$ cat config.mk
export PLATFORM = sky130hd
export DESIGN_NAME = hkv_hash
export DESIGN_NICKNAME = d
export VERILOG_FILES = /design/src/design/hkv_pkg.sv /design/src/design/hkv_hash.sv
export SDC_FILE = /design/constraint.sdc
export NUM_CORES = 1
export LEC_CHECK = 0
export BUFFER_PORTS_ARGS = -buffer_cell sky130_fd_sc_hd__buf_2
export CAP_MARGIN = 40
export CORE_ASPECT_RATIO = 0.8
export CORE_MARGIN = 3
export CORE_UTILIZATION = 45
export CTS_CLUSTER_DIAMETER = 40
export DETAILED_ROUTE_END_ITERATION = 6
export PLACE_DENSITY_LB_ADDON = 0.08
export SYNTH_ARGS = -nofsm -noshare
export SYNTH_HDL_FRONTEND = slang
export SYNTH_SLANG_ARGS = --single-unit
$ cat constraint.sdc
create_clock -name i_clk -period 5.2 [get_ports i_clk]
set_input_delay 0.52 -clock i_clk [delete_from_list [all_inputs] [get_ports i_clk]]
set_output_delay 0.52 -clock i_clk [all_outputs]
set_load 0.02 [all_outputs]
$ cat src/design/hkv_pkg.sv
`timescale 1ns / 1ps

package hkv_pkg;

    // Default table geometry.
    localparam int HKV_BUCKETS = 4096;
    localparam int HKV_WAYS    = 4;

    // Multiplier of the bucket hash.
    localparam logic [31:0] HKV_HASH_MULT = 32'h61C8_8645;

    // Operation codes. Bit 1 alone selects a clear, so the spare code clears too.
    localparam logic [1:0] OP_GET   = 2'd0;
    localparam logic [1:0] OP_SET   = 2'd1;
    localparam logic [1:0] OP_CLEAR = 2'd2;

    // Status codes.
    localparam logic [1:0] ST_FOUND    = 2'd0;
    localparam logic [1:0] ST_INSERTED = 2'd1;
    localparam logic [1:0] ST_FULL     = 2'd2;
    localparam logic [1:0] ST_CLEARED  = 2'd3;

    typedef struct packed {
        logic [1:0]  operation;
        logic [63:0] key;
        logic [63:0] new_value;
    } t_in_item;

    typedef struct packed {
        logic [63:0] stored_value;
        logic [1:0]  status;
    } t_out_item;

endpackage

$ cat src/design/hkv_hash.sv
`timescale 1ns / 1ps

module hkv_hash import hkv_pkg::*; #(
    parameter int BUCKETS = HKV_BUCKETS
) (
    input  logic                        i_clk,
    input  logic                        i_rst_n,
    input  logic                        i_start,
    input  logic [63:0]                 i_key,
    output logic                        o_done,
    output logic [$clog2(BUCKETS)-1:0]  o_bucket
);

    localparam int  B_W  = $clog2(BUCKETS);
    localparam bit  POW2 = ((BUCKETS & (BUCKETS - 1)) == 0);

    localparam logic [2:0] H_IDLE = 3'd0;
    localparam logic [2:0] H_MLO  = 3'd1;
    localparam logic [2:0] H_MHI  = 3'd2;
    localparam logic [2:0] H_ADD  = 3'd3;
    localparam logic [2:0] H_RED  = 3'd4;

    logic [2:0]     r_state;
    logic [63:0]    r_key;
    logic [63:0]    r_prod;
    logic [63:0]    r_acc;
    logic [B_W-1:0] r_rem;
    logic [5:0]     r_cnt;
    logic           r_done;
    logic [B_W-1:0] r_bucket;

    logic [31:0]    mul_a;
    logic [63:0]    mul_p;
    logic [B_W:0]   rem_t;
    logic [B_W-1:0] rem_n;

    // The one 32 by 32 multiplier, fed the low half and then the high half of the inverted key.
    assign mul_a = (r_state == H_MLO) ? r_key[31:0] : r_key[63:32];
    assign mul_p = 64'(mul_a) * 64'(HKV_HASH_MULT);

    // One restoring remainder step: shift in the next hash bit and subtract once.
    always_comb begin
        rem_t = {r_rem, r_acc[63]};
        if (rem_t >= (B_W + 1)'(BUCKETS)) begin
            rem_t = rem_t - (B_W + 1)'(BUCKETS);
        end
        rem_n = rem_t[B_W-1:0];
    end

    // Sequencer: two partial products, one accumulate, then the reduction.
    always_ff @(posedge i_clk) begin
        r_done <= 1'b0;
        case (r_state)
            H_IDLE: begin
                if (i_start) begin
                    r_key   <= ~i_key;
                    r_state <= H_MLO;
                end
            end
            H_MLO: begin
                r_prod  <= mul_p;
                r_state <= H_MHI;
            end
            H_MHI: begin
                r_acc   <= r_prod;
                r_prod  <= mul_p;
                r_state <= H_ADD;
            end
            H_ADD: begin
                r_acc[63:32] <= r_acc[63:32] + r_prod[31:0];
                r_rem        <= '0;
                r_cnt        <= '0;
                r_state      <= H_RED;
            end
            H_RED: begin
                if (POW2) begin
                    // A power-of-two bucket count keeps the low bits.
                    r_bucket <= r_acc[B_W-1:0];
                    r_done   <= 1'b1;
                    r_state  <= H_IDLE;
                end else begin
                    r_rem <= rem_n;
                    r_acc <= {r_acc[62:0], 1'b0};
                    r_cnt <= r_cnt + 6'd1;
                    if (r_cnt == 6'd63) begin
                        r_bucket <= rem_n;
                        r_done   <= 1'b1;
                        r_state  <= H_IDLE;
                    end
                end
            end
            default: begin
                r_state <= H_IDLE;
            end
        endcase
        if (!i_rst_n) begin
            r_state <= H_IDLE;
            r_done  <= 1'b0;
        end
    end

    assign o_done   = r_done;
    assign o_bucket = r_bucket;

endmodule

# Yosys cells after proc, flatten, opt, wreduce, memory -nomap -nowiden

Index checks and enable logic that the tools add are counted.

Register bits: 104
Latch bits: 0
Memory bits (writable): 0
Bits in read-only memories: 0
Output and inout port bits: 13
Word-level logic and storage cells: 20
Memories kept: 0

Add/sub/neg operators: 0
Multiply operators: 1
Div/mod/pow operators: 0
$lt $le $gt $ge: 0
Equality and inequality tests: 5
Shift operators: 0
Muxes and demuxes: 4
Bitwise operators: 1
Reduce and logical (&&, ||, !) cells: 3

Operators by type and width:

| cell                   | count |
|---|---|
| $not 64->64            | 1 |
| $mul 32x31->12 const B | 1 |
| $mux 32                | 1 |
| $pmux 3 s4             | 1 |
| $eq 3x2->1 const B     | 2 |
| $eq 3x1->1 const B     | 1 |
| $eq 3x3->1 const B     | 1 |
| $logic_not 3->1        | 1 |
| $mux 3                 | 1 |
| $ne 2x2->1 const B     | 1 |
| $reduce_and 2->1       | 1 |
| $reduce_or 2->1        | 1 |
| $mux 1                 | 1 |

# Longest topological paths before layout

Depth after elaboration: 3
Mapped depth: 16
Depth with buffers taken out: 14

# Worst setup path after synthesis

OpenSTA, ideal clock, no wires.

Kind: flip-flop to flip-flop
Start: register r_state[1]
End: register r_prod[11], data pin
Data arrival time: 3.883 ns
Data required time: 4.939 ns
Setup slack: 1.055 ns
Stages on the path, launching flop included: 16
Clock period less this slack: 4.145 ns
Path through: dfxtp_1 buf_2 nor3b_4 clkbuf_1 mux2_2 ha_1 ha_1 ha_1 ha_1 inv_1 fa_1 inv_1 ha_1 a21oi_1 o21ai_0 xnor2_1

Word-level cells in the longest chain between the ends: 3

Ends and longest elaborated chain:

| item                     | line           | source |
|---|---|---|
| start: declaration       | hkv_hash.sv:23 | `logic [2:0] r_state;` |
| start signal: assignment | hkv_hash.sv:57 | `r_state <= H_MLO;` |
| start signal: assignment | hkv_hash.sv:62 | `r_state <= H_MHI;` |
| start signal: assignment | hkv_hash.sv:67 | `r_state <= H_ADD;` |
| $eq 3x1->1               | hkv_hash.sv:38 | `assign mul_a = (r_state == H_MLO) ? r_key[31:0] : r_key[63:32];` |
| $mux 32                  | hkv_hash.sv:38 |  |
| named net mul_a[0]       | hkv_hash.sv:32 | `logic [31:0] mul_a;` |
| $mul 32x31->12           | hkv_hash.sv:39 | `assign mul_p = 64'(mul_a) * 64'(HKV_HASH_MULT);` |
| named net mul_p[11]      | hkv_hash.sv:33 | `logic [63:0] mul_p;` |
| end signal: assignment   | hkv_hash.sv:61 | `r_prod <= mul_p;` |
| end signal: assignment   | hkv_hash.sv:66 | `r_prod <= mul_p;` |
| end: declaration         | hkv_hash.sv:25 | `logic [63:0] r_prod;` |

The timed path passes the listed nets, and every way through them passes these cells.
A chain may end at the register's enable or synchronous reset.

# Final worst setup path

Start: register r_state[0]
End: register r_prod[11], data pin

The elaborated chain is that of the path after synthesis.

==> results.md <==
- Critical Path RT: 5.28 ns
- Crit path cell chain: nor3b_4 > buf_4 > mux2_2 > ha_1 > ha_1 > ha_1 > ha_1 > inv_1 > fa_1 > xor2_1 > xnor2_1 > xnor2_1 > xnor3_1 > xnor2_1
- CP max stage cell: dfxtp_1
- Distinct cells, synth: 29
- Ant diodes: 0
- Status: complete, no violations
- Core Rows: 26
- Vias in the first global route: 1553
- Warnings from Yosys: 0
- Core area: roughly 6500 µm²
- GR Overflow Total: 0
- Clk slew on worst S/H paths: around 0.070 ns
- Slew @ Worst Pin: 0.4524 ns
- CTS Sinks: 64
- Leakage Power: around 1.5 nW
- Sequential share of power: 0.458
- Post-synth top area cell: edfxtp_1
- Routability congestion estimate: 0.7095
- Share of cells above drive strength 1: 0.2703
- Switch Pwr: 0.0004437 W
- Hold Path Class: reg -> reg
- Net count after synthesis: approximately 310
- Wirelength per Cell: 11.31 µm
- PnR Total Power: around 0.0015 W
- Cell count after placement: about 330
- Main synth FF type: edfxtp_1
- Crit path capture type: flip-flop
- RSZ-0062 raised after global routing: false
- Tot GR Track Use: 0.1162
- Post-CTS Resized: 0
- Final hold vios: 0
- Post-Syn Instances: between 200 and 250
- Cell-internal power: approximately 0.0011 W
- Top-area cell type share of the netlist area: 0.5926
- Combinational power share: 0.314
- Final Non-Filler Cells: roughly 340
- Relative slew slack: 0.6897
- Sequential area share after synthesis: 0.6189
- Commonest cells after routing, fill and taps aside: edfxtp_1 (60), inv_1 (40), buf_2 (39)
- Clock tree buffer depth: 2
- Mean Syn Cell Area: 14.90 µm²
- Main area contributors after synthesis: edfxtp_1 (59%), ha_1 (14%), inv_1 (4.9%)
- Ys async rst share: 0
- Sw frac: 0.2915
- WHS: a little over 0.4 ns
- Synthesized area: about 3000 µm²
- Postcts setup bufs: 0
- PortBufs: 39
- Final HPWL DP: roughly 3000 µm
- Crit start category: flip-flop
- Hold buffers post-CTS: 0
- Vias per cell: 4.472
- Pwr Density: 431.4 nW/µm²
- Clock period minus final worst setup slack: roughly 4.2 ns
- Layout Skew: between 0.007 and 0.008 ns
- Initial antenna violation count: 0
- WS Path Type: reg -> reg
- Die width: slightly below 100 µm
- Max Clk Rate: about 0.24 GHz
- Drt pass-1 iters: 4
- Tcrit/Tclk final: 0.8156
- DRT antenna net count: 0
- Clock buffer count from CTS: 9
- Area Overhead vs Synth: 16.05%
- Die Y: 79.52 µm
- CP peak stage delay: 0.48 ns
- Critical path peak fanout: 13
- Post-synth EDFFs: 60
- Critical Path AT: 4.33 ns
- Die area: just under 8000 µm²
- DR iter-0 viols: 37
- H-tree levels: 3
- Largest net degree at the start of global routing: 25
- Maximum VDD drop: 0.0001964 V
- Setup TNS: 0 ns
- Cell Area, Placed: around 3400 µm²
- CTS root buf: clkbuf_8
- # nets final: between 300 and 400
- I/O pins: 80
- Cell repeated most along the worst path: ha_1
- Finished Cell Area: about 3500 µm²
- Max-cap viol count: 0
- # DRC: 0
- Final Setup Violations: 0
- Skew-Pair Late Insertion Delay: around 0.33 ns
- Slew Limit Fails: 0
- First-pass GRT wire length: 6844 µm
- Initial Utilization: 0.4697
- Clk pwr share: 0.228
- CTS tree: done
- Yosys reg bits: 64
- Total Wirelength: approximately 3900 µm
- Most common cell after layout, fill and taps aside: edfxtp_1
- Vias post-DR: between 1500 and 2000
## flip-flops by register name (all words and copies together) (netlist names)
name / flops
o_done: 1
r_state: 3
r_prod: 12
r_acc: 12
r_key: 24
o_bucket: 12
## per-stage QoR
| stage | setup slack, ns | util |
|---|---|---|
| finish | 0.9591 | 0.5450 |
| global route | 0.6401 | 0.5450 |
| global placement | 0.9181 | 0.5187 |
| floorplan | 1.055 | - |
| detailed placement | 0.9203 | 0.5199 |
| CTS | 0.9144 | 0.5450 |
## power by group through the flow
stage,combinational (W),clock [W],sequential (W)
floorplan,0.000389,0,0.000702
global placement,0.000479,0,0.000705
detailed placement,0.000484,0,0.000708
CTS,0.000489,0.000365,0.000697
finish,0.000478,0.000348,0.000697
global route,0.000568,0.000386,0.000704
## logic make-up (layout without fill, tap and decap cells)
group / after synthesis / count (layout) / share of synthesized area
compound gates: 9 / 9 / 0.01646
flops: 64 / 64 / 0.6189
mux: 11 / 11 / 0.04074
xor+xnor: 20 / 20 / 0.06461
buf+inv: 43 / 98 / 0.05473
simple gates: 19 / 19 / 0.03580
fa+ha+maj: 38 / 38 / 0.1687
## path summary, 6_finish.rpt
check / startpoint / endpoint / slack [ns] / cells after the start
setup / recovery: r_state[0] / r_prod[11] / 0.96 / 14
hold / removal: r_acc[2] / o_bucket[2] / 0.41 / 0
setup reg to reg: r_state[0] / r_prod[11] / 0.96 / 14
hold reg to reg: r_acc[2] / o_bucket[2] / 0.41 / 0
## cell type report
| cell class | count | area (µm²) |
|---|---|---|
| inverters | 40 | 150.1 |
| repair buffers | 43 | 225.2 |
| flip-flops and latches | 64 | 1882 |
| well taps | 84 | 105.1 |
| fillers | 566 | 2945 |
| multi-input cells | 97 | 1003 |
| clock inverters | 5 | 35.03 |
| clock buffers | 10 | 127.6 |
## per-layer routing
metal	global-route usage	part of all wire	wire [µm]	up-vias
li1	-	-	-	800
met1	0.1446	0.49	1889	689
met2	0.1719	0.44	1690	35
met3	0.04978	0.056	217	10
met4	0.06224	0.021	82	0
met5	0	0	0	-
## worst max-delay path: cells and delay by family (launching register included)
kind                     cells  cell delay, ns
buffers and inverters        2            0.32
AND/OR/NAND/NOR              1            0.32
multiplexers                 1            0.42
flip-flops                   1            0.48
XOR/XNOR                     5            0.89
adder cells (fa/ha/maj)      5            1.56
## cell usage after synthesis, types with 2 or more instances
master / n
mux2_2: 7
ha_1: 33
inv_1: 40
nor2_1: 6
dfxtp_1: 4
nor3b_1: 2
nand2_1: 4
xnor2_1: 11
edfxtp_1: 60
fa_1: 5
mux2i_1: 3
o21ai_0: 3
a21oi_1: 4
xor2_1: 7
No activity file was read; power rests on OpenSTA's default activity.
